<file path="src/hw/rtl/esd_pkg.sv">
// Escape sequence decoder package: shared types, constants and helper functions.
// No dependencies; every other RTL file of the decoder refers to it by scoped names.
package esd_pkg;

    localparam int KEY_W           = 16;
    localparam int BYTE_W          = 8;
    localparam int CODE_WIDTH_DEF  = 16;
    localparam int QUEUE_DEPTH_DEF = 4;
    localparam int SLOTS           = 3;

    localparam logic [KEY_W-1:0] LIMIT_RESET = 16'd79;

    localparam logic [BYTE_W-1:0] CH_NUL    = 8'h00;
    localparam logic [BYTE_W-1:0] CH_BSLASH = 8'h5C;
    localparam logic [BYTE_W-1:0] CH_X_LO   = 8'h78;
    localparam logic [BYTE_W-1:0] CH_X_UP   = 8'h58;

    typedef enum logic [1:0] {
        MODE_IDLE,
        MODE_ESC,
        MODE_HEX,
        MODE_OCT
    } mode_t;

    // One accepted byte's worth of results, oldest in slot 0.
    typedef struct packed {
        logic [SLOTS-1:0][KEY_W-1:0] codes;
        logic [1:0]                  cnt;
        logic                        term;
    } bundle_t;

    typedef struct packed {
        logic             hit;
        logic [BYTE_W-1:0] code;
    } esc_hit_t;

    typedef struct packed {
        logic       hit;
        logic [3:0] val;
    } hex_hit_t;

    function automatic esc_hit_t simple_escape(input logic [BYTE_W-1:0] b);
        esc_hit_t r;
        r.hit = 1'b1;
        unique case (b)
            8'h61:   r.code = 8'h07;
            8'h62:   r.code = 8'h08;
            8'h74:   r.code = 8'h09;
            8'h6E:   r.code = 8'h0A;
            8'h76:   r.code = 8'h0B;
            8'h66:   r.code = 8'h0C;
            8'h72:   r.code = 8'h0D;
            8'h65:   r.code = 8'h1B;
            8'h22:   r.code = 8'h22;
            8'h27:   r.code = 8'h27;
            8'h5C:   r.code = 8'h5C;
            default:
            begin
                r.hit  = 1'b0;
                r.code = 8'h00;
            end
        endcase
        return r;
    endfunction

    function automatic hex_hit_t hex_digit(input logic [BYTE_W-1:0] b);
        hex_hit_t r;
        r.hit = 1'b1;
        if (b >= 8'h30 && b <= 8'h39)
        begin
            r.val = b[3:0];
        end
        else if ((b >= 8'h41 && b <= 8'h46) || (b >= 8'h61 && b <= 8'h66))
        begin
            r.val = b[3:0] + 4'd9;
        end
        else
        begin
            r.hit = 1'b0;
            r.val = 4'd0;
        end
        return r;
    endfunction

endpackage

</file>
<file path="src/hw/rtl/escape_sequence_decoder.sv">
// Escape sequence decoder top level: front end, bundle queue and back end.
// Depends on esd_pkg, esd_front, esd_queue and esd_back.
//
// Decodes a C-style escaped string, one byte per request on the push/full side, into
// 16-bit key codes on the pop/empty side. Plain bytes pass sign-extended; a backslash
// starts an escape (letter escapes, \x with one to four hex digits, one to six octal
// digits); a malformed escape gives a literal backslash and the byte is taken again as
// fresh. A zero byte flushes what is pending, ends the string with a zero code marked
// is_terminator, and restarts the per-string count. Once cfg_code_limit codes of a
// string have gone out, further codes are dropped, but the closing code never is.
// last_of_run marks the final result caused by one input byte; a byte may cause none.
// Rate: one byte per cycle as long as each byte yields at most one result and pop is
// high every cycle. A byte that yields two or three results holds the single result
// register until each has gone out; the QUEUE_DEPTH-entry bundle queue absorbs such
// bursts, and full rises only when it fills. The first result of a byte passes through
// the bundle queue and then the result register before it shows on the ports. cfg_ready
// is always high; write the limit only while no request is in flight.
module escape_sequence_decoder #(
    parameter int CODE_WIDTH  = esd_pkg::CODE_WIDTH_DEF,
    parameter int QUEUE_DEPTH = esd_pkg::QUEUE_DEPTH_DEF
) (
    input  logic                       clk,
    input  logic                       rst_n,
    input  logic                       cfg_valid,
    output logic                       cfg_ready,
    input  logic [esd_pkg::KEY_W-1:0]  cfg_code_limit,
    input  logic                       push,
    output logic                       full,
    input  logic [esd_pkg::BYTE_W-1:0] char_byte,
    input  logic                       pop,
    output logic                       empty,
    output logic [esd_pkg::KEY_W-1:0]  decoded_code,
    output logic                       is_terminator,
    output logic                       last_of_run
);

    // Bundle handoff between the parser and the result side.
    logic             q_push;
    logic             q_full;
    logic             q_pop;
    logic             q_empty;
    esd_pkg::bundle_t q_wr_bundle;
    esd_pkg::bundle_t q_head;

    // Parse each byte, apply the code limit, and hand at most one bundle per byte onward.
    esd_front #(
        .CODE_WIDTH (CODE_WIDTH)
    ) u_front (
        .clk            (clk),
        .rst_n          (rst_n),
        .cfg_valid      (cfg_valid),
        .cfg_ready      (cfg_ready),
        .cfg_code_limit (cfg_code_limit),
        .push           (push),
        .full           (full),
        .char_byte      (char_byte),
        .q_push         (q_push),
        .q_bundle       (q_wr_bundle),
        .q_full         (q_full)
    );

    // Hold bundles so the parser keeps going while multi-result bytes drain.
    esd_queue #(
        .DEPTH (QUEUE_DEPTH)
    ) u_queue (
        .clk     (clk),
        .rst_n   (rst_n),
        .wr_en   (q_push),
        .wr_data (q_wr_bundle),
        .q_full  (q_full),
        .rd_en   (q_pop),
        .rd_data (q_head),
        .q_empty (q_empty)
    );

    // Advance through each bundle one result at a time into the output register.
    esd_back u_back (
        .clk           (clk),
        .rst_n         (rst_n),
        .q_empty       (q_empty),
        .q_head        (q_head),
        .q_pop         (q_pop),
        .pop           (pop),
        .empty         (empty),
        .decoded_code  (decoded_code),
        .is_terminator (is_terminator),
        .last_of_run   (last_of_run)
    );

endmodule

</file>
<file path="src/hw/rtl/esd_front.sv">
// Escape sequence decoder front end: parse state machine, code limit and counter.
// Depends on esd_pkg; emits at most one bundle, of up to three codes, per accepted byte.
module esd_front #(
    parameter int CODE_WIDTH = esd_pkg::CODE_WIDTH_DEF
) (
    input  logic                         clk,
    input  logic                         rst_n,
    input  logic                         cfg_valid,
    output logic                         cfg_ready,
    input  logic [esd_pkg::KEY_W-1:0]    cfg_code_limit,
    input  logic                         push,
    output logic                         full,
    input  logic [esd_pkg::BYTE_W-1:0]   char_byte,
    output logic                         q_push,
    output esd_pkg::bundle_t             q_bundle,
    input  logic                         q_full
);

    localparam int KW = esd_pkg::KEY_W;

    esd_pkg::mode_t           mode_reg, mode_next;
    logic [CODE_WIDTH-1:0]    acc_reg, acc_next;
    logic [2:0]               cnt_reg, cnt_next;
    logic [KW-1:0]            limit_reg;
    logic [KW-1:0]            emitted_reg, emitted_next;

    esd_pkg::esc_hit_t        sc;
    esd_pkg::hex_hit_t        hx;
    logic                     is_oct;
    logic [2:0]               cnt_inc;
    logic [CODE_WIDTH-1:0]    acc_hex;
    logic [CODE_WIDTH-1:0]    acc_oct;
    logic [KW-1:0]            pre0, pre1, fcode;
    logic [1:0]               npre;
    logic                     do_fresh;
    logic                     plain;
    logic                     term;
    logic [1:0]               nreq;
    logic [KW-1:0]            diff;
    logic [1:0]               avail;
    logic [1:0]               kept;
    logic [esd_pkg::SLOTS-1:0][KW-1:0] cand;
    logic                     accept;

    assign cfg_ready = 1'b1;
    assign full      = q_full;
    assign accept    = push && !q_full;

    assign sc      = esd_pkg::simple_escape(char_byte);
    assign hx      = esd_pkg::hex_digit(char_byte);
    assign is_oct  = (char_byte[7:3] == 5'b00110);
    assign cnt_inc = cnt_reg + 3'd1;
    assign acc_hex = (cnt_reg == 3'd0) ? CODE_WIDTH'(hx.val) : {acc_reg[CODE_WIDTH-5:0], hx.val};
    assign acc_oct = {acc_reg[CODE_WIDTH-4:0], char_byte[2:0]};

    always_comb
    begin
        mode_next = mode_reg;
        acc_next  = acc_reg;
        cnt_next  = cnt_reg;
        pre0      = '0;
        pre1      = '0;
        npre      = 2'd0;
        do_fresh  = 1'b0;
        term      = 1'b0;
        plain     = 1'b0;
        fcode     = '0;
        unique case (mode_reg)
            esd_pkg::MODE_ESC:
            begin
                priority if (sc.hit)
                begin
                    pre0      = KW'(sc.code);
                    npre      = 2'd1;
                    mode_next = esd_pkg::MODE_IDLE;
                    acc_next  = '0;
                    cnt_next  = 3'd0;
                end
                else if (char_byte == esd_pkg::CH_X_LO || char_byte == esd_pkg::CH_X_UP)
                begin
                    mode_next = esd_pkg::MODE_HEX;
                    acc_next  = CODE_WIDTH'(char_byte);
                    cnt_next  = 3'd0;
                end
                else if (is_oct)
                begin
                    mode_next = esd_pkg::MODE_OCT;
                    acc_next  = CODE_WIDTH'(char_byte[2:0]);
                    cnt_next  = 3'd1;
                end
                else
                begin
                    pre0     = KW'(esd_pkg::CH_BSLASH);
                    npre     = 2'd1;
                    do_fresh = 1'b1;
                end
            end
            esd_pkg::MODE_HEX:
            begin
                if (hx.hit)
                begin
                    acc_next = acc_hex;
                    cnt_next = cnt_inc;
                    if (cnt_inc >= 3'd4)
                    begin
                        pre0      = acc_hex[KW-1:0];
                        npre      = 2'd1;
                        mode_next = esd_pkg::MODE_IDLE;
                        acc_next  = '0;
                        cnt_next  = 3'd0;
                    end
                end
                else
                begin
                    // no digits yet: emit the backslash and the x letter as they stood
                    if (cnt_reg == 3'd0)
                    begin
                        pre0 = KW'(esd_pkg::CH_BSLASH);
                        pre1 = acc_reg[KW-1:0];
                        npre = 2'd2;
                    end
                    else
                    begin
                        pre0 = acc_reg[KW-1:0];
                        npre = 2'd1;
                    end
                    do_fresh = 1'b1;
                end
            end
            esd_pkg::MODE_OCT:
            begin
                if (is_oct)
                begin
                    acc_next = acc_oct;
                    cnt_next = cnt_inc;
                    if (cnt_inc >= 3'd6)
                    begin
                        pre0      = acc_oct[KW-1:0];
                        npre      = 2'd1;
                        mode_next = esd_pkg::MODE_IDLE;
                        acc_next  = '0;
                        cnt_next  = 3'd0;
                    end
                end
                else
                begin
                    pre0     = acc_reg[KW-1:0];
                    npre     = 2'd1;
                    do_fresh = 1'b1;
                end
            end
            esd_pkg::MODE_IDLE:
            begin
                do_fresh = 1'b1;
            end
            default:
            begin
                do_fresh = 1'b1;
            end
        endcase

        // handle the byte as the start of something new
        if (do_fresh)
        begin
            mode_next = esd_pkg::MODE_IDLE;
            acc_next  = '0;
            cnt_next  = 3'd0;
            if (char_byte == esd_pkg::CH_NUL)
            begin
                term = 1'b1;
            end
            else if (char_byte == esd_pkg::CH_BSLASH)
            begin
                mode_next = esd_pkg::MODE_ESC;
            end
            else
            begin
                plain = 1'b1;
                fcode = {{(KW-esd_pkg::BYTE_W){char_byte[7]}}, char_byte};
            end
        end
    end

    // Keep only as many codes as the limit still allows; the closing code always passes.
    assign nreq  = npre + {1'b0, plain};
    assign diff  = limit_reg - emitted_reg;
    assign avail = (emitted_reg >= limit_reg) ? 2'd0 : ((|diff[KW-1:2]) ? 2'd3 : diff[1:0]);
    assign kept  = (nreq < avail) ? nreq : avail;

    assign cand[0] = (npre >= 2'd1) ? pre0 : fcode;
    assign cand[1] = (npre >= 2'd2) ? pre1 : fcode;
    assign cand[2] = fcode;

    always_comb
    begin
        for (int i = 0; i < esd_pkg::SLOTS; i++)
        begin
            q_bundle.codes[i] = (2'(i) < kept) ? cand[i] : '0;
        end
        q_bundle.cnt  = kept + {1'b0, term};
        q_bundle.term = term;
    end

    assign q_push       = accept && (q_bundle.cnt != 2'd0);
    assign emitted_next = term ? '0 : (emitted_reg + KW'(kept));

    always_ff @(posedge clk or negedge rst_n)
    begin
        if (!rst_n)
        begin
            mode_reg    <= esd_pkg::MODE_IDLE;
            acc_reg     <= '0;
            cnt_reg     <= 3'd0;
            emitted_reg <= '0;
            limit_reg   <= esd_pkg::LIMIT_RESET;
        end
        else
        begin
            if (accept)
            begin
                mode_reg    <= mode_next;
                acc_reg     <= acc_next;
                cnt_reg     <= cnt_next;
                emitted_reg <= emitted_next;
            end
            if (cfg_valid)
            begin
                limit_reg <= cfg_code_limit;
            end
        end
    end

endmodule

</file>
<file path="src/hw/rtl/esd_queue.sv">
// Escape sequence decoder bundle queue between front end and back end.
// Depends on esd_pkg for the bundle type; flop storage, head shown combinationally.
module esd_queue #(
    parameter int DEPTH = esd_pkg::QUEUE_DEPTH_DEF
) (
    input  logic             clk,
    input  logic             rst_n,
    input  logic             wr_en,
    input  esd_pkg::bundle_t wr_data,
    output logic             q_full,
    input  logic             rd_en,
    output esd_pkg::bundle_t rd_data,
    output logic             q_empty
);

    localparam int AW = (DEPTH > 1) ? $clog2(DEPTH) : 1;
    localparam int CW = $clog2(DEPTH + 1);

    esd_pkg::bundle_t  mem_reg [DEPTH];
    logic [AW-1:0]     wr_ptr_reg, rd_ptr_reg;
    logic [CW-1:0]     count_reg;
    logic              do_wr, do_rd;

    assign q_full  = (count_reg == CW'(DEPTH));
    assign q_empty = (count_reg == '0);
    assign do_wr   = wr_en && !q_full;
    assign do_rd   = rd_en && !q_empty;
    assign rd_data = mem_reg[rd_ptr_reg];

    always_ff @(posedge clk)
    begin
        if (do_wr)
        begin
            mem_reg[wr_ptr_reg] <= wr_data;
        end
    end

    always_ff @(posedge clk or negedge rst_n)
    begin
        if (!rst_n)
        begin
            wr_ptr_reg <= '0;
            rd_ptr_reg <= '0;
            count_reg  <= '0;
        end
        else
        begin
            if (do_wr)
            begin
                wr_ptr_reg <= (wr_ptr_reg == AW'(DEPTH - 1)) ? '0 : wr_ptr_reg + AW'(1);
            end
            if (do_rd)
            begin
                rd_ptr_reg <= (rd_ptr_reg == AW'(DEPTH - 1)) ? '0 : rd_ptr_reg + AW'(1);
            end
            if (do_wr && !do_rd)
            begin
                count_reg <= count_reg + CW'(1);
            end
            else if (do_rd && !do_wr)
            begin
                count_reg <= count_reg - CW'(1);
            end
        end
    end

endmodule

</file>
<file path="src/hw/rtl/esd_back.sv">
// Escape sequence decoder back end: splits bundles into single results.
// Depends on esd_pkg; drives the registered result ports.
module esd_back (
    input  logic                      clk,
    input  logic                      rst_n,
    input  logic                      q_empty,
    input  esd_pkg::bundle_t          q_head,
    output logic                      q_pop,
    input  logic                      pop,
    output logic                      empty,
    output logic [esd_pkg::KEY_W-1:0] decoded_code,
    output logic                      is_terminator,
    output logic                      last_of_run
);

    logic [1:0]                 idx_reg;
    logic                       out_valid_reg;
    logic [esd_pkg::KEY_W-1:0]  key_reg;
    logic                       term_reg;
    logic                       last_reg;
    logic                       load;
    logic                       is_last;

    assign empty         = !out_valid_reg;
    assign decoded_code  = key_reg;
    assign is_terminator = term_reg;
    assign last_of_run   = last_reg;

    assign load    = !q_empty && (!out_valid_reg || pop);
    assign is_last = (idx_reg == q_head.cnt - 2'd1);
    assign q_pop   = load && is_last;

    always_ff @(posedge clk)
    begin
        if (load)
        begin
            key_reg  <= q_head.codes[idx_reg];
            term_reg <= q_head.term && is_last;
            last_reg <= is_last;
        end
    end

    always_ff @(posedge clk or negedge rst_n)
    begin
        if (!rst_n)
        begin
            idx_reg       <= 2'd0;
            out_valid_reg <= 1'b0;
        end
        else
        begin
            if (load)
            begin
                idx_reg       <= is_last ? 2'd0 : idx_reg + 2'd1;
                out_valid_reg <= 1'b1;
            end
            else if (pop)
            begin
                out_valid_reg <= 1'b0;
            end
        end
    end

endmodule

</file>
<file path="config.mk">
export PLATFORM = sky130hd
export DESIGN_NAME = escape_sequence_decoder
export DESIGN_NICKNAME = d
export VERILOG_FILES = /design/src/hw/rtl/esd_pkg.sv /design/src/hw/rtl/escape_sequence_decoder.sv /design/src/hw/rtl/esd_front.sv /design/src/hw/rtl/esd_queue.sv /design/src/hw/rtl/esd_back.sv
export SDC_FILE = /design/constraint.sdc
export NUM_CORES = 1
export LEC_CHECK = 0
export BUFFER_PORTS_ARGS = -buffer_cell sky130_fd_sc_hd__clkbuf_2
export CORE_UTILIZATION = 45
export DETAILED_ROUTE_END_ITERATION = 8
export GPL_ROUTABILITY_DRIVEN = 0
export PLACE_DENSITY_LB_ADDON = 0.25
export SLEW_MARGIN = 40
export SYNTH_ARGS = -nofsm -noshare
export SYNTH_HDL_FRONTEND = slang
export SYNTH_SLANG_ARGS = --single-unit
</file>
<file path="constraint.sdc">
create_clock -name clk -period 6.9 [get_ports clk]
set_clock_uncertainty 0.1 [all_clocks]
set_input_delay 1.38 -clock clk [delete_from_list [all_inputs] [get_ports clk]]
set_output_delay 1.38 -clock clk [all_outputs]
set_load 0.02 [all_outputs]
</file>
## Yosys cells after proc, flatten, opt, wreduce, memory -nomap -nowiden

Memory sizes are Yosys's and may differ from the RTL's.
Cells that the tools add are included.

| storage, ports and cells | value |
|---|---|
| bits in writable memories | 204 |
| bits in registers | 81 |
| logic and storage cells | 190 |
| memories kept | 1 |

| cells by class | value |
|---|---|
| equal/unequal tests | 26 |
| add/sub/neg operators | 12 |
| order comparisons | 16 |
| reductions and logical operators | 32 |
| multiplexer cells | 90 |

Memories:

| name | words | bits a word | read ports | clocked after Yosys merged registers in | write ports | line | RTL |
|---|---|---|---|---|---|---|---|
| u_queue.mem_reg | 4 | 51 | 1 | 0 | 1 | esd_queue.sv:19 | `esd_pkg::bundle_t mem_reg [DEPTH];` |

Operators with widths:

| cell | number |
|---|---|
| two-way mux 16 bit | 29 |
| case mux 16 bit (3 select lines) | 2 |
| == test 8 x 7 -> 1 bit, second input constant | 11 |
| case mux 7 bit (11 select lines) | 1 |
| two-way mux 2 bit | 19 |
| binary-select mux 16 bit (select 2 bit) | 1 |
| two-way mux 3 bit | 10 |
| two-way mux 1 bit | 21 |
| adder 16 x 2 -> 16 bit | 1 |
| == test 8 x 6 -> 1 bit, second input constant | 2 |
| >= comparator 16 bit | 1 |
| >= comparator 8 x 7 -> 1 bit, second input constant | 2 |
| less-or-equal comparator 8 x 7 -> 1 bit, second input constant | 2 |
| subtractor 16 bit | 1 |
| OR reduction 14 bit | 1 |
| logical AND 1 bit | 12 |
| != test 3 x 1 -> 1 bit, second input constant | 4 |
| case mux 2 bit (3 select lines) | 2 |
| OR reduction 11 bit | 1 |
| case mux 3 bit (3 select lines) | 1 |
| == test 2 bit, second input constant | 4 |
| >= comparator 8 x 6 -> 1 bit, second input constant | 1 |
| less-or-equal comparator 8 x 6 -> 1 bit, second input constant | 1 |
| logical NOT 8 bit | 1 |
| other kinds (29) | 45 |

## Longest topological paths before layout

| logic depth | value |
|---|---|
| depth in word-level cells | 19 |
| gate-level depth with buffers | 25 |
| mapped depth without buffers | 25 |

## By module

From an unflattened synthesis, not the netlist that was laid out.

| unflattened totals | value |
|---|---|
| cell total of the unflattened synthesis | 1109 |
| area, all modules | 14348.8 µm² |

Modules (own cells, without submodules):

| module | times used | cells an instance | area each (µm²) | sequential area each (µm²) |
|---|---|---|---|---|
| esd_queue | 1 | 304 | 7802.5 | 6301.0 |
| esd_front | 1 | 711 | 5454.0 | 1332.5 |
| esd_back | 1 | 94 | 1092.3 | 615.6 |

## Worst setup path before layout

OpenSTA, ideal clock, no wires.

| timing | value |
|---|---|
| kind | input -> register |
| start | in char_byte[1] (netlist name) |
| end | mem u_queue.mem_reg[3][0] (netlist name), enable pin |
| stages on the path | 18 |
| arrival time | 6563 ps |
| setup slack | -168 ps |
| required time | 6395 ps |
| cell sequence | clkbuf_1 > inv_1 > ha_1 > o311ai_0 > o21bai_2 > a211o_1 > nor2_1 > ha_1 > xor2_1 > ha_1 > or2_2 > a31oi_1 > o21a_1 > ha_1 > xor2_1 > nor2_1 > nor2_1 > and2_1 |

RTL lines:

| item | line | RTL |
|---|---|---|
| start, declared | escape_sequence_decoder.sv:29 | `input logic [esd_pkg::BYTE_W-1:0] char_byte,` |
| end, declared | esd_queue.sv:19 |  |

==> out/qor.yml <==
grt_overflow: 0
r2r_cells: 25
pin_count: 50
fin_ws_ns: 0.788
leakagePower_uw: 0.00537
rsz0062_at_grt: "no"
busiest_layer: "met2"
hold_slack_ns: 0.386
instances_no_fill: 1518
netlist.area_leader.share_pct: 43.5
rows: 62
ys.warnings.count: 0
htreeDepth: 1
cp.arrival_ns: 6.47
r2r-start: "u_front.limit_reg[0]"
r2r_slack_ns: 1.29
final-hold-violation-count: 0
vias: 8957
synth-edff-count: 190
synth_cell_type_count: 83
nets: 1182
synth_top_cell_by_area: "edfxtp_1"
cts_num_sinks: 253
netlist_instances: 1077
hp-start: "u_queue.count_reg[2]"
largest_register_ffs: 172
clock_latency_ns: 0.55
tns_ns: 0
post-place-cells: 1469
ys.flop_type: "edfxtp_1"
min_to: "u_queue.count_reg[2]"
grt.met3_usage_pct: 2.97
synth_nets: 1145
numCtsBuffers: 27
ys_seq_area_share_pct: 55.5
syn_area_um2: 13100
peakVddDrop_mv: 0.199
post_cts_buffers: 0
dpl.hpwl_mm: 20.1
setup_viol: 0
dr.pass1.iters: 5
ant_nets: 0
ys_seq_elements: 253
area_growth_syn_to_layout_pct: 12.9
avgSynthCellArea_um2: 12.2
hold_path.class: "reg -> reg"
via_per_inst: 5.90
maxClockFrequency_ghz: 0.164
port-buffer-count: 48
cts_tree: "done"
hold_path_depth: 1
maxCapViolCount: 0
worstReg2RegEnd: "u_queue.count_reg[2]"
grt_use_met1_pct: 30.4
grt_usage_pct: 20.3
drive_above_1_share_pct: 19.0
grt_pass1_wl_mm: 48.4
cp.required_ns: 7.26
dieArea_um2: 29900
end_kind: "flip-flop"
power.density_nw_per_um2: 349
clk_path_buf_depth: 3
period_share_pct: 88.6
drv_slew: 0
ys_top_cells_by_count: "190 x edfxtp_1, 110 x nand2_1, 83 x o21ai_0, 70 x a21oi_1, 58 x dfrtp_1"
initial_utilization_pct: 45.7
path_class: "in -> reg"
synth.area.top_cells: "edfxtp_1 43%, dfrtp_1 11%, mux4_2 7.4%"
cp_max_fo: 17
antenna_cells: 0
post-route-min-period_ns: 6.11
remaining_drc_errors: 0
grt_start_max_net_pins: 64
antenna_found_initial: 0
pre_cts_ws_ns: 0.289
routed_wl_mm: 29.8
clk_pin_slew_ns: 0.06
wl_per_cell_um: 19.6
core_um2: 28700
synth_most_common_cell: "edfxtp_1"
cts_resized: 0
relSlewSlack_pct: 42.0
fp.dieH_um: 173
startpoint_type: "input port"
cts-root-buf: "clkbuf_16"
gr-usage-met2_pct: 31.2
die_x_um: 173
ctsHoldBuffers: 0
async_flop_share_pct: 24.9
drt_iter0_drc: 802
tightest_slew_ns: 0.863
grt_pass1_vias: 8821
status: "completed"
layer usage:
layer | wire [um] | part of all wire (%)
met3 | 1940 | 6.5
met4 | 442 | 1.5
met5 | 0 | 0
met2 | 13400 | 45
met1 | 14000 | 47
through the flow:
step	power, uW	util (%)	instance area (um2)
finish	5180	51.6	14800
global route	5450	51.6	14800
CTS	5230	51.6	14800
detailed placement	3670	48.2	13800
global placement	3630	48.2	13800
floorplan	3230	-	13100
worst max-delay path by stage:
stage / from / cells past startpoint / to / slack (ns)
final: char_byte[1] / 25 / u_queue.count_reg[2] / 0.79
after CTS: char_byte[1] / 25 / u_queue.count_reg[2] / 0.83
after detailed placement: char_byte[1] / 25 / u_queue.count_reg[2] / 0.29
after global placement: char_byte[1] / 25 / u_queue.count_reg[2] / 0.56
after floorplan: char_byte[1] / 23 / u_queue.count_reg[2] / 0.22
after global routing: char_byte[1] / 25 / u_queue.count_reg[2] / 0.36
power breakdown:
part           leakage, uW  total [uW]  switching [uW]  internal [uW]
Clock             0.000463        1560             610            949
Combinational      0.00230        1510             868            640
Sequential         0.00260        2110             127           1980
Total              0.00537        5180            1610           3570
worst max-delay path, stage by stage:
cell and delay, ns:
clkbuf_2 0.18, inv_1 0.21, ha_1 0.31, o21bai_1 0.09
a21oi_1 0.40, o21bai_2 0.22, buf_4 0.26, nor2_1 0.09
o21ai_1 0.23, ha_1 0.20, xor2_1 0.21, ha_1 0.28
or2_2 0.31, a31oi_1 0.18, o21a_1 0.25, ha_1 0.19
xor2_1 0.19, nor2_1 0.06, nor2_1 0.13, ha_1 0.21
inv_1 0.06, fa_1 0.37, xor2_1 0.17, nor2_1 0.12
xor2_1 0.15
cell type report:
type / instances / area [um2]
inverter: 35 / 131
fill: 2534 / 13900
sequential: 253 / 7290
multi-input combinational: 725 / 5470
timing repair buffer: 72 / 478
clock buffer: 30 / 687
tap: 384 / 480
clock inverter: 19 / 274
logic make-up after synthesis:
kind of cell,share of synthesized area (%)
adders and majority gates,3.89
other,0.0286
and+or+nand+nor,10.8
AOI/OAI and AO/OA,14.6
DFF,55.5
muxes,11.0
buffers and inverters,3.07
xor gates and xnor gates,1.20
layout by cell type (no fill, tap or decap), types with 8 or more instances in the layout:
cell type / count
nand2b_1: 16
nor2_1: 51
and2_1: 9
dfrtp_1: 56
nor2b_1: 8
inv_1: 35
a21boi_0: 15
o22ai_1: 10
buf_4: 18
a211oi_1: 8
a22oi_1: 15
xnor2_1: 12
mux2_2: 17
clkbuf_16: 27
or3_1: 9
o21ai_0: 83
a21oi_1: 68
clkbuf_2: 47
edfxtp_1: 190
ha_1: 36
a21o_1: 18
mux4_2: 43
mux2i_1: 28
nand3_1: 14
and3_1: 12
nand2_1: 110
nor3_1: 14
o211ai_1: 11
Power figures use the tool's default switching activity.
